===== config.mk =====
export PLATFORM = sky130hd
export DESIGN_NAME = gf2_32_lagrange_interpolator
export DESIGN_NICKNAME = d
export VERILOG_FILES = /design/src/rtl/gfli_pkg.sv /design/src/rtl/gfli_ram.sv /design/src/rtl/gfli_mul.sv /design/src/rtl/gf2_32_lagrange_interpolator.sv
export SDC_FILE = /design/constraint.sdc
export NUM_CORES = 2
export LEC_CHECK = 0
export ABC_AREA = 1
export BUFFER_PORTS_ARGS = -buffer_cell sky130_fd_sc_hd__buf_2
export CORE_ASPECT_RATIO = 0.7
export CORE_MARGIN = 4
export CORE_UTILIZATION = 45
export CTS_BUF_LIST = sky130_fd_sc_hd__clkbuf_4
export DETAILED_ROUTE_END_ITERATION = 12
export PLACE_DENSITY_LB_ADDON = 0.12
export SLEW_MARGIN = 20
export SYNTH_ARGS = -nofsm -noshare
export SYNTH_HDL_FRONTEND = slang
export SYNTH_HIERARCHICAL = 1
export SYNTH_SLANG_ARGS = --single-unit

===== constraint.sdc =====
create_clock -name clk -period 7.92 [get_ports clk]
set_input_delay 0.792 -clock clk [delete_from_list [all_inputs] [get_ports clk]]
set_output_delay 0.792 -clock clk [all_outputs]
set_load 0.005 [all_outputs]

===== src/rtl/gfli_pkg.sv =====
`timescale 1ns / 1ps
`default_nettype none
// ----------------------------------------------------------------------------
// gfli_pkg: shared types and constants
// Types and constants for the GF(2^32) Lagrange interpolator.
// ----------------------------------------------------------------------------
package gfli_pkg;
  localparam int unsigned FieldWidth = 32;
  localparam int unsigned DefMaxPoints = 16;
  localparam logic [FieldWidth-1:0] ModulusReset = 32'd141;

  localparam logic [1:0] OP_CLEAR = 2'd0;
  localparam logic [1:0] OP_LOAD  = 2'd1;
  localparam logic [1:0] OP_EVAL  = 2'd2;

  typedef struct packed {
    logic [1:0]            operation;
    logic [FieldWidth-1:0] point_x;
    logic [FieldWidth-1:0] point_y;
    logic [FieldWidth-1:0] position;
  } gfli_in_t;

  typedef struct packed {
    logic [FieldWidth-1:0] value;
    logic                  duplicate_nodes;
    logic                  overflowed;
  } gfli_out_t;
endpackage
`default_nettype wire


===== src/rtl/gfli_ram.sv =====
`timescale 1ns / 1ps
`default_nettype none
// ----------------------------------------------------------------------------
// gfli_ram: generic simple dual-port RAM
// One write port and one read port with registered read data.
// ----------------------------------------------------------------------------
module gfli_ram #(
  parameter int unsigned WIDTH = 32,
  parameter int unsigned DEPTH = 16
) (
  input  wire logic                                         clk,
  input  wire logic                                         we,
  input  wire logic [((DEPTH > 1) ? $clog2(DEPTH) : 1)-1:0] waddr,
  input  wire logic [WIDTH-1:0]                             wdata,
  input  wire logic [((DEPTH > 1) ? $clog2(DEPTH) : 1)-1:0] raddr,
  output      logic [WIDTH-1:0]                             rdata
);
  logic [WIDTH-1:0] mem_r [DEPTH];

  always_ff @(posedge clk) begin
    if (we) begin
      mem_r[waddr] <= wdata;
    end
    rdata <= mem_r[raddr];
  end
endmodule
`default_nettype wire


===== src/rtl/gfli_mul.sv =====
`timescale 1ns / 1ps
`default_nettype none
// ----------------------------------------------------------------------------
// gfli_mul: bit-serial GF(2^32) multiplier
// Multiplies two field elements one bit of b per cycle, most significant
// bit first, with interleaved reduction.
// ----------------------------------------------------------------------------
module gfli_mul
  import gfli_pkg::*;
(
  input  wire logic                  clk,
  input  wire logic                  rst_n,
  input  wire logic                  start,
  input  wire logic [FieldWidth-1:0] a,
  input  wire logic [FieldWidth-1:0] b,
  input  wire logic [FieldWidth-1:0] modulus,
  output      logic                  done,
  output      logic [FieldWidth-1:0] product
);
  localparam int unsigned CntW = $clog2(FieldWidth + 1);

  logic [FieldWidth-1:0] a_r, b_r, p_r, p_nxt, sh;
  logic [CntW-1:0]       cnt_r;
  logic                  busy_r;

  always_comb begin
    sh    = {p_r[FieldWidth-2:0], 1'b0} ^ (p_r[FieldWidth-1] ? modulus : '0);
    p_nxt = sh ^ (b_r[FieldWidth-1] ? a_r : '0);
  end

  always_ff @(posedge clk) begin
    if (!rst_n) begin
      busy_r <= 1'b0;
      done   <= 1'b0;
      cnt_r  <= '0;
    end else begin
      done <= 1'b0;
      if (start) begin
        busy_r <= 1'b1;
        cnt_r  <= CntW'(FieldWidth);
      end else if (busy_r) begin
        cnt_r <= cnt_r - 1'b1;
        if (cnt_r == CntW'(1)) begin
          busy_r <= 1'b0;
          done   <= 1'b1;
        end
      end
    end
  end

  always_ff @(posedge clk) begin
    if (start) begin
      a_r <= a;
      b_r <= b;
      p_r <= '0;
    end else if (busy_r) begin
      p_r <= p_nxt;
      b_r <= {b_r[FieldWidth-2:0], 1'b0};
    end
  end

  assign product = p_r;
endmodule
`default_nettype wire


===== src/rtl/gf2_32_lagrange_interpolator.sv =====
`timescale 1ns / 1ps
`default_nettype none
// ----------------------------------------------------------------------------
// gf2_32_lagrange_interpolator: Lagrange interpolation over GF(2^32)
// Stores up to MAX_POINTS points and evaluates the interpolating polynomial
// with barycentric weights, using one shared bit-serial multiplier.
// Clear and load finish in state S_WRD. Evaluate first refreshes the weights
// if a load or clear came since the last refresh, then sums one term per stored
// point; every multiply holds the single serial multiplier until it is done.
// A result waits in an output register; input stalls while any request is processed.
// Synchronous active-low reset empties the store and sets the modulus to 141.
// ----------------------------------------------------------------------------
module gf2_32_lagrange_interpolator
  import gfli_pkg::*;
#(
  parameter int unsigned MAX_POINTS = DefMaxPoints
) (
  input  wire logic                  clk,
  input  wire logic                  rst_n,
  input  wire logic                  in_valid,
  output      logic                  in_ready,
  input  wire gfli_in_t              in_data,
  output      logic                  out_valid,
  input  wire logic                  out_ready,
  output      gfli_out_t             out_data,
  input  wire logic                  cfg_valid,
  output      logic                  cfg_ready,
  input  wire logic [FieldWidth-1:0] cfg_data
);
  localparam int unsigned AW = (MAX_POINTS > 1) ? $clog2(MAX_POINTS) : 1;
  localparam int unsigned CW = $clog2(MAX_POINTS + 1);
  localparam int unsigned KW = 5;

  localparam logic [3:0] S_IDLE  = 4'd0;
  localparam logic [3:0] S_WI    = 4'd1;
  localparam logic [3:0] S_WJ    = 4'd2;
  localparam logic [3:0] S_WJD   = 4'd3;
  localparam logic [3:0] S_WMUL  = 4'd4;
  localparam logic [3:0] S_INV   = 4'd5;
  localparam logic [3:0] S_INVW  = 4'd6;
  localparam logic [3:0] S_EI    = 4'd7;
  localparam logic [3:0] S_EJ    = 4'd8;
  localparam logic [3:0] S_EJD   = 4'd9;
  localparam logic [3:0] S_EMUL  = 4'd10;
  localparam logic [3:0] S_EY    = 4'd11;
  localparam logic [3:0] S_EYW   = 4'd12;
  localparam logic [3:0] S_OUT   = 4'd13;
  localparam logic [3:0] S_WRD   = 4'd14;

  logic [3:0]            state_r;
  logic [FieldWidth-1:0] modulus_r;
  logic [CW-1:0]         count_r;
  logic                  cur_r, dup_r, ovf_r;
  logic [CW-1:0]         i_r, j_r;
  logic [FieldWidth-1:0] t_r, sq_r, r_r, xi_r, acc_r, pos_r;
  logic [KW-1:0]         k_r;
  logic                  ph_r;
  gfli_in_t              req_r;
  logic                  out_valid_r;
  gfli_out_t             out_res_r;
  logic                  out_load;

  logic                  m_start, m_done;
  logic [FieldWidth-1:0] m_a, m_b, m_p;

  logic                  x_we, y_we, w_we;
  logic [AW-1:0]         x_ra, y_ra, w_ra, waddr;
  logic [FieldWidth-1:0] x_rd, y_rd, w_rd, w_wd;

  gfli_mul u_mul (
    .clk(clk), .rst_n(rst_n), .start(m_start), .a(m_a), .b(m_b),
    .modulus(modulus_r), .done(m_done), .product(m_p)
  );

  gfli_ram #(.WIDTH(FieldWidth), .DEPTH(MAX_POINTS)) u_xram (
    .clk(clk), .we(x_we), .waddr(waddr), .wdata(req_r.point_x),
    .raddr(x_ra), .rdata(x_rd)
  );
  gfli_ram #(.WIDTH(FieldWidth), .DEPTH(MAX_POINTS)) u_yram (
    .clk(clk), .we(y_we), .waddr(waddr), .wdata(req_r.point_y),
    .raddr(y_ra), .rdata(y_rd)
  );
  gfli_ram #(.WIDTH(FieldWidth), .DEPTH(MAX_POINTS)) u_wram (
    .clk(clk), .we(w_we), .waddr(i_r[AW-1:0]), .wdata(w_wd),
    .raddr(w_ra), .rdata(w_rd)
  );

  logic load_ok;
  assign load_ok = (count_r < CW'(MAX_POINTS));
  assign waddr   = count_r[AW-1:0];
  assign x_we    = (state_r == S_WRD) && (req_r.operation == OP_LOAD) && load_ok;
  assign y_we    = x_we;
  assign x_ra    = (state_r == S_WI || state_r == S_EI) ? i_r[AW-1:0] : j_r[AW-1:0];
  assign y_ra    = i_r[AW-1:0];
  assign w_ra    = i_r[AW-1:0];
  assign w_we    = (state_r == S_INVW) && m_done && ph_r && (k_r == KW'(31));
  assign w_wd    = m_p;

  assign in_ready  = (state_r == S_IDLE);
  assign cfg_ready = (state_r == S_IDLE);
  assign out_load  = (state_r == S_OUT) && (!out_valid_r || out_ready);
  assign out_valid = out_valid_r;
  assign out_data  = out_res_r;

  always_ff @(posedge clk) begin
    if (!rst_n) begin
      out_valid_r <= 1'b0;
    end else if (out_load) begin
      out_valid_r <= 1'b1;
      out_res_r   <= '{value: acc_r, duplicate_nodes: dup_r, overflowed: ovf_r};
    end else if (out_ready) begin
      out_valid_r <= 1'b0;
    end
  end

  always_comb begin
    m_start = 1'b0;
    m_a     = t_r;
    m_b     = xi_r ^ x_rd;
    case (state_r)
      S_WMUL: m_start = 1'b1;
      S_EMUL: begin
        m_start = 1'b1;
        m_b     = pos_r ^ x_rd;
      end
      S_INV: begin
        m_start = 1'b1;
        m_a     = ph_r ? r_r : sq_r;
        m_b     = sq_r;
      end
      S_EY: begin
        m_start = 1'b1;
        m_a     = y_rd;
        m_b     = t_r;
      end
      default: m_start = 1'b0;
    endcase
  end

  always_ff @(posedge clk) begin
    if (!rst_n) begin
      state_r   <= S_IDLE;
      modulus_r <= ModulusReset;
      count_r   <= '0;
      cur_r     <= 1'b0;
      dup_r     <= 1'b0;
      ovf_r     <= 1'b0;
    end else begin
      case (state_r)
        S_IDLE: begin
          if (cfg_valid) begin
            modulus_r <= cfg_data;
          end
          if (in_valid) begin
            req_r   <= in_data;
            pos_r   <= in_data.position;
            state_r <= S_WRD;
          end
        end
        S_WRD: begin
          state_r <= S_IDLE;
          case (req_r.operation)
            OP_CLEAR: begin
              count_r <= '0;
              cur_r   <= 1'b0;
              dup_r   <= 1'b0;
              ovf_r   <= 1'b0;
            end
            OP_LOAD: begin
              if (load_ok) begin
                count_r <= count_r + 1'b1;
                cur_r   <= 1'b0;
              end else begin
                ovf_r <= 1'b1;
              end
            end
            OP_EVAL: begin
              i_r     <= '0;
              acc_r   <= '0;
              state_r <= cur_r ? S_EI : S_WI;
            end
            default: state_r <= S_IDLE;
          endcase
        end
        S_WI: begin
          if (i_r == count_r) begin
            cur_r   <= 1'b1;
            i_r     <= '0;
            state_r <= S_EI;
          end else begin
            t_r     <= FieldWidth'(1);
            j_r     <= '0;
            k_r     <= '0;
            state_r <= S_WJ;
          end
        end
        S_WJ: begin
          if (j_r == '0) begin
            xi_r <= x_rd;
          end
          if (j_r == count_r) begin
            if (t_r == '0) begin
              dup_r <= 1'b1;
            end
            sq_r    <= t_r;
            r_r     <= FieldWidth'(1);
            k_r     <= KW'(1);
            ph_r    <= 1'b0;
            state_r <= S_INV;
          end else begin
            state_r <= S_WJD;
          end
        end
        S_WJD: begin
          if (j_r == i_r) begin
            j_r     <= j_r + 1'b1;
            state_r <= S_WJ;
          end else begin
            state_r <= S_WMUL;
          end
        end
        S_WMUL: state_r <= S_INVW;
        S_INV:  state_r <= S_INVW;
        S_INVW: begin
          if (m_done) begin
            if (k_r == '0) begin
              t_r     <= m_p;
              j_r     <= j_r + 1'b1;
              state_r <= S_WJ;
            end else if (!ph_r) begin
              sq_r    <= m_p;
              ph_r    <= 1'b1;
              state_r <= S_INV;
            end else if (k_r == KW'(31)) begin
              i_r     <= i_r + 1'b1;
              state_r <= S_WI;
            end else begin
              r_r     <= m_p;
              ph_r    <= 1'b0;
              k_r     <= k_r + 1'b1;
              state_r <= S_INV;
            end
          end
        end
        S_EI: begin
          if (i_r == count_r) begin
            state_r <= S_OUT;
          end else begin
            j_r     <= '0;
            state_r <= S_EJ;
          end
        end
        S_EJ: begin
          if (j_r == '0) begin
            t_r <= w_rd;
          end
          if (j_r == count_r) begin
            state_r <= S_EY;
          end else begin
            state_r <= S_EJD;
          end
        end
        S_EJD: begin
          if (j_r == i_r) begin
            j_r     <= j_r + 1'b1;
            state_r <= S_EJ;
          end else begin
            state_r <= S_EMUL;
          end
        end
        S_EMUL: state_r <= S_EYW;
        S_EY:   state_r <= S_EYW;
        S_EYW: begin
          if (m_done) begin
            if (j_r == count_r) begin
              acc_r   <= acc_r ^ m_p;
              i_r     <= i_r + 1'b1;
              state_r <= S_EI;
            end else begin
              t_r     <= m_p;
              j_r     <= j_r + 1'b1;
              state_r <= S_EJ;
            end
          end
        end
        S_OUT: begin
          if (out_load) begin
            state_r <= S_IDLE;
          end
        end
        default: state_r <= S_IDLE;
      endcase
    end
  end

  // The weight multiply loop reuses S_INVW with k_r cleared as a marker.
endmodule
`default_nettype wire


Word-level counts from Yosys, hierarchy flattened. Memory sizes are Yosys's and may differ from the RTL's. A register that Yosys moved wholly into a read port is not among the register bits. Cells that the tools add are included.

Output and inout bits: 37. Memories: 3. ROM bits: 0. Bits in latches: 0. Flip-flop bits (word level): 457. RAM bits: 1536. Bits of input ports: 135. Word-level logic and storage cells: 241.

Memories: u_wram.mem_r (depth 16, width 32, read ports 1, clocked after Yosys merged registers in 1, wr ports 1, RTL line gfli_ram.sv:18) `logic [WIDTH-1:0] mem_r [DEPTH];`; u_xram.mem_r (depth 16, width 32, read ports 1, clocked after Yosys merged registers in 1, wr ports 1, RTL line gfli_ram.sv:18); u_yram.mem_r (depth 16, width 32, read ports 1, clocked after Yosys merged registers in 1, wr ports 1, RTL line gfli_ram.sv:18).

Add/sub/neg operators: 5. Divide/modulo/power cells: 0. $mul: 0. Reduce and logical (&&, ||, !) cells: 49. Muxes and demuxes: 100. Shift operators: 0. Bitwise logic cells: 7. Equality and inequality tests: 46. Order comparisons: 1.

Operators by type and width (number): 2-to-1 mux 32 bit (23); one-hot mux 32 bit (2 select lines) (4); bitwise XOR 32 bit (5); one-hot mux 32 bit (4 select lines) (1); 2-to-1 mux 5 bit (20); one-hot mux 32 bit (3 select lines) (1); one-hot mux 4 bit (13 select lines) (1); one-hot mux 5 bit (4 select lines) (2); zero test 32 bit (1); inequality test 2 bit, second input constant (15); == test 4 bit, second input constant (7); 2-to-1 mux 3 bit (9); 2-to-1 mux 4 bit (6); AND reduction 8 bit (3); 2-to-1 mux 1 bit (22); adder 5 x 1 -> 5 bit, second input constant (4); == test 4 x 3 -> 1 bit, second input constant (4); inequality test 2 x 1 -> 1 bit, second input constant (8); == test 5 bit (3); one-hot mux 5 bit (3 select lines) (1); nonzero test 2 bit (7); 2-to-1 mux 6 bit (2); AND reduction 3 bit (4); AND reduction 4 bit (3); 30 further kinds (52).

Longest topological paths before layout.
Depth in word-level cells: 6. Mapped depth: 18. Depth with buffers taken out: 14.

Hierarchy. Netlist, hierarchy kept.

Modules (own cells, without submodules): gfli_ram (u_wram ...) (cells an instance 2120, seq. area each 16015.4 um^2, instances 2, area an instance 22730.6 um^2); gfli_ram (u_xram) (cells an instance 2122, seq. area each 16015.4 um^2, instances 1, area an instance 22745.6 um^2); gf2_32_lagrange_interpolator (cells an instance 1435, seq. area each 10149.7 um^2, instances 1, area an instance 15449.8 um^2); gfli_mul (cells an instance 644, seq. area each 2722.6 um^2, instances 1, area an instance 5117.4 um^2).

Worst setup path after synthesis. No wires, ideal clock.

Kind: in2reg. From: input port rst_n. To: register pos_r[0] (enable). Data required time: 7.365 ns. Arrival: 5.195 ns. Setup time: 0.555 ns. Path slack: 2.170 ns. Cell stages on the path: 3. Cells stage by stage: clkbuf_1 -> nand2_1 -> nor2_1.

Longest elaborated chain between the ends: 1.

RTL lines: start: declaration (RTL line gf2_32_lagrange_interpolator.sv:19) `input wire logic rst_n,`; AND reduction 3 bit (no line); end signal: assignment (RTL line gf2_32_lagrange_interpolator.sv:156) `pos_r <= in_data.position;`; end: declaration (RTL line gf2_32_lagrange_interpolator.sv:55) `logic [FieldWidth-1:0] t_r, sq_r, r_r, xi_r, acc_r, pos_r;`.

No other way between the ends. A chain may end at the register's enable or synchronous reset.

Final worst setup path.
From: register state_r[0]. To: register u_xram.rdata[19], read port of u_xram.mem_r.

Longest elaborated chain between the ends: 3.

RTL lines: start: declaration (RTL line gf2_32_lagrange_interpolator.sv:50) `logic [3:0] state_r;`; start signal: assignment (RTL line gf2_32_lagrange_interpolator.sv:180) `state_r <= cur_r ? S_EI : S_WI;`; == test 4 x 1 -> 1 bit / == test 4 x 3 -> 1 bit (equally long branches) (RTL line gf2_32_lagrange_interpolator.sv:93) `assign x_ra = (state_r == S_WI || state_r == S_EI) ? i_r[AW-1:0] : j_r[AW-1:0];`; logical OR 1 bit (*) (RTL line gf2_32_lagrange_interpolator.sv:93); 2-to-1 mux 4 bit (*) (RTL line gf2_32_lagrange_interpolator.sv:93); via x_ra[1] (RTL line gf2_32_lagrange_interpolator.sv:67) `logic [AW-1:0] x_ra, y_ra, w_ra, waddr;`; end: declaration (RTL line gfli_ram.sv:16) `output logic [WIDTH-1:0] rdata`.

Mark *: on every way through the listed nets, which the timed path passes. The rest lies on a longest branch.

==> out/summary.log <==
[run_status] status complete, no violations
[clock_tree] CTS sink count 2089
[setup_path] Worst EP arrival 5.26 ns
[placement] number of buffer cells added on primary ports 171
[floorplanning] cell row count 136
[clock_tree] clk root buf sky130_fd_sc_hd__clkbuf_4
[synthesis] summed instance area of the synthesized netlist 88800 µm²
[timing] final hold viol count 0
[synthesis] Post-synth ARST share 0
[global_routing] via count of the first global-routing pass 57853
[final_layout] fraction of layout cells with a size suffix above 1 0.132
[power_and_ir_drop] sequential group share of total power 0.475
[floorplanning] DIE AREA 205000 µm²
[final_layout] area growth from synthesis to final layout 12.9%
[setup_path] FF-to-FF End u_xram/rdata[19]$_DFF_P_
[floorplanning] die extent in y 380 µm
[floorplanning] width of the die 539 µm
[synthesis] warnings from Yosys 6
[clock_tree] Clk Latency, worst-skew pair 1.19 ns
[setup_path] most common cell type on the critical path sky130_fd_sc_hd__nand2_1
[clock_tree] H-tree depth reported by CTS 6
[synthesis] Post-synth EDFFs 1908
[timing] final setup TNS 0 ns
[global_routing] global-route wire length before repair 373000 µm
[power_and_ir_drop] relative contribution of the clock network to total power 0.312
[drt] DR DRC count 0
[synthesis] post-synthesis area per instance 10.5 µm²
[setup_path] number of cell instances on the worst register-to-register path 13
[power_and_ir_drop] part of the total power dissipated in combinational logic 0.213
[floorplanning] starting density of the core 0.452
[setup_path] Setup Crit Path Kind flip-flop to flip-flop
[power_and_ir_drop] reported net switching power 9.56 mW
[power_and_ir_drop] worst vdd rail ir drop 0.171 mV
[synthesis] Synth Net Count 8585
[placement] DPL Wire Length 141000 µm
[timing] headroom to the max-slew limit 0.208
[setup_path] worst reg-to-reg setup slack 3.69 ns
[global_routing] GRT Total Usage 0.240
[clock_tree] number of CTS-inserted buffers 532
[power_and_ir_drop] Pint 19.8 mW
[timing] Final Cycle Share 0.534
[setup_path] path length in cells of the critical path 13
[power_and_ir_drop] Switching Share 0.325
[global_routing] Overflow after GRT 0
[setup_path] worst path buffer plus inverter count 4
[setup_path] worst-path cell chain inv_1, nor2_1, nand2_1, nand2_1, nand2_1, o21ai_4, buf_4, inv_6, buf_4, nand3_1, nand3_1, nand3_1, nand2_1
[drt] drt initial violations 6240
[power_and_ir_drop] power density relative to cell area 293 nW/µm²
[floorplanning] number of top-level pins 172
[setup_path] launching element type of the critical path flip-flop
[clock_tree] Resized cells post-CTS 0
[global_routing] initial antenna violation count 12
[timing] Worst Hold Slack 0.314 ns
[drt] routed wire length 251000 µm
[drt] first-pass iteration count of the detailed router 6
[global_routing] pin count of the biggest net entering global routing 202
[synthesis] ys flop type sky130_fd_sc_hd__edfxtp_1
[flow_run] Maximum Capacitance Violations 0
[final_layout] core occupancy in the finished layout 0.511
[placement] global placement routability congestion 0.827
[timing] Peak Freq 0.237 GHz
[setup_path] Worst Setup End Kind flip-flop
[setup_path] Slowest-stage cell, CP sky130_fd_sc_hd__buf_4
[power_and_ir_drop] Total Power Consumption 29.4 mW
[floorplanning] placeable core region 196000 µm²
[setup_path] Req. time, crit path 8.95 ns
[setup_path] CP top delay family buffers and inverters
[clock_tree] TritonCTS clock tree yes
[final_layout] commonest non-fill, non-tap cells in the layout sky130_fd_sc_hd__nand2_1 (2646), sky130_fd_sc_hd__edfxtp_1 (1908), sky130_fd_sc_hd__inv_1 (1367), sky130_fd_sc_hd__nand3_1 (1270), sky130_fd_sc_hd__clkbuf_4 (784)
[setup_path] crit path launch state_r[0]$_SDFFE_PN0P_
[synthesis] library cells used by synthesis 43
[synthesis] post-synth top area share 0.645
[worst_hold_path] Worst Hold Class primary input to flip-flop
[clock_tree] clock transition time at the flip-flop clock pins of the worst setup and hold paths 0.07 ns
[setup_path] critical path peak fanout 70
[timing] Final setup violation count 0
[drt] mean number of vias per cell 5.10
[synthesis] largest area contributor in the synthesized netlist sky130_fd_sc_hd__edfxtp_1
[setup_path] worst reg2reg path startpoint state_r[0]$_SDFFE_PN0P_
[synthesis] flops & latches, synth 2089
[timing] actual slew at the worst max-slew pin 1.17 ns
[drt] DR vias 61186
[timing] max-slew violation count 0
[synthesis] Seq/Total Area, Yosys 0.686
[power_and_ir_drop] leakage power 42.1 nW
[setup_path] Worst Setup EP u_xram/rdata[19]$_DFF_P_
[final_layout] number of fillers in the final layout 17840
[setup_path] biggest cell delay along the critical path 0.79 ns
[drt] Detail Route Antenna Nets 0
[timing] time the final worst path needs with I/O delays and setup 4.23 ns
[final_layout] net total in the final layout 9166
[final_layout] most common cell after layout, fill and taps aside sky130_fd_sc_hd__nand2_1
[timing] setup repair after global routing missed its margin no
[drt] average routed wire per standard cell 20.9 µm
[timing] clock tree skew after final layout 0.0717 ns
[synthesis] largest cells by area after synthesis sky130_fd_sc_hd__edfxtp_1 (65%), sky130_fd_sc_hd__nand2_1 (11%), sky130_fd_sc_hd__nand3_1 (7.2%)
[synthesis] number of instances in the synthesized netlist 8441
[clock_tree] maximum number of buffers from clock root to sink 4
## stage by stage
step	setup slack, ns	cells	cell area (µm²)
final	3.69	12001	100000
after global routing	3.44	11999	100000
after CTS	3.77	11991	100000
after detailed placement	3.79	10969	92100
after global placement	3.77	10957	91900
after floorplan	2.17	8441	88800
## flip-flops by register name, indices dropped and copies added, names as in the netlist, 34 cells and up
| signal | cells |
|---|---|
| u_yram/mem_r | 512 |
| out_data | 34 |
| u_wram/mem_r | 512 |
| req_r | 66 |
| u_xram/mem_r | 512 |
## cell usage after synthesis (23+ instances only)
cell                       instances
sky130_fd_sc_hd__a21oi_1          89
sky130_fd_sc_hd__buf_1            50
sky130_fd_sc_hd__buf_2           134
sky130_fd_sc_hd__buf_4            38
sky130_fd_sc_hd__buf_6            91
sky130_fd_sc_hd__clkbuf_1         90
sky130_fd_sc_hd__dfxtp_1         181
sky130_fd_sc_hd__edfxtp_1       1908
sky130_fd_sc_hd__inv_1          1371
sky130_fd_sc_hd__nand2_1        2647
sky130_fd_sc_hd__nand3_1        1270
sky130_fd_sc_hd__nand3b_1         36
sky130_fd_sc_hd__nor2_1          196
sky130_fd_sc_hd__o21ai_0          72
sky130_fd_sc_hd__o21bai_1         31
sky130_fd_sc_hd__o221ai_1         53
sky130_fd_sc_hd__xnor2_1          47
sky130_fd_sc_hd__xor2_1           23
## power groups by stage
stage / Combinational (mW) / Clock, mW / Sequential [mW]
after global placement: 6.08 / 0 / 14.2
after floorplan: 3.84 / 0 / 14.0
final: 6.26 / 9.17 / 14.0
after global routing: 6.87 / 10.0 / 14.0
after CTS: 6.24 / 9.45 / 13.9
after detailed placement: 6.15 / 0 / 14.2
## cells by family after synthesis
group | count (synthesis) | share of synthesized area
buffers and inverters | 1797 | 0.0880
AND/OR/NAND/NOR | 4207 | 0.199
XOR/XNOR | 70 | 0.00691
multiplexers | 1 | 0.000113
AO/OA/AOI/OAI | 268 | 0.0187
adder cells (fa/ha/maj) | 9 | 0.00127
flip-flops | 2089 | 0.686
## how the worst min path moves through the flow
stage	slack, ns	start	end	cells past startpoint
6_report	0.31	in_data[23]	pos_r[23]$_DFFE_PP_	2
5_1_grt	0.21	in_data[23]	pos_r[23]$_DFFE_PP_	2
4_1_cts	0.13	in_data[70]	req_r[70]$_DFFE_PP_	2
3_5_place_dp	0.43	dup_r$_SDFFE_PN0P_	out_data[1]$_DFFE_PP_	0
3_3_place_gp	0.42	ovf_r$_SDFFE_PN0P_	out_data[0]$_DFFE_PP_	0
2_1_floorplan	0.40	ovf_r$_SDFFE_PN0P_	out_data[0]$_DFFE_PP_	0
## per-layer routing
| layer | share of wire | GRT usage |
|---|---|---|
| met1 | 0.46 | 0.364 |
| met2 | 0.44 | 0.352 |
| met3 | 0.082 | 0.0463 |
| met4 | 0.020 | 0.0659 |
| met5 | 0.00023 | 0 |
## area by class of cell
type / instances / area, µm² / area share
sequential: 2089 / 60900 / 0.608
multi-input combinational: 4555 / 20500 / 0.205
clock buffer: 784 / 5890 / 0.0587
inverter: 1390 / 5240 / 0.0523
timing repair buffer: 454 / 3610 / 0.0361
tap: 2622 / 3280 / 0.0327
clock inverter: 101 / 718 / 0.00717
antenna: 6 / 15.0 / 0.000150
## what timing repair did
item,in CTS,in global routing
endpoints found under the hold margin,136,0
buffers inserted,0,0
hold buffers,137,0
setup endpoints to repair,0,0
No activity file was read; power rests on OpenSTA's default activity.
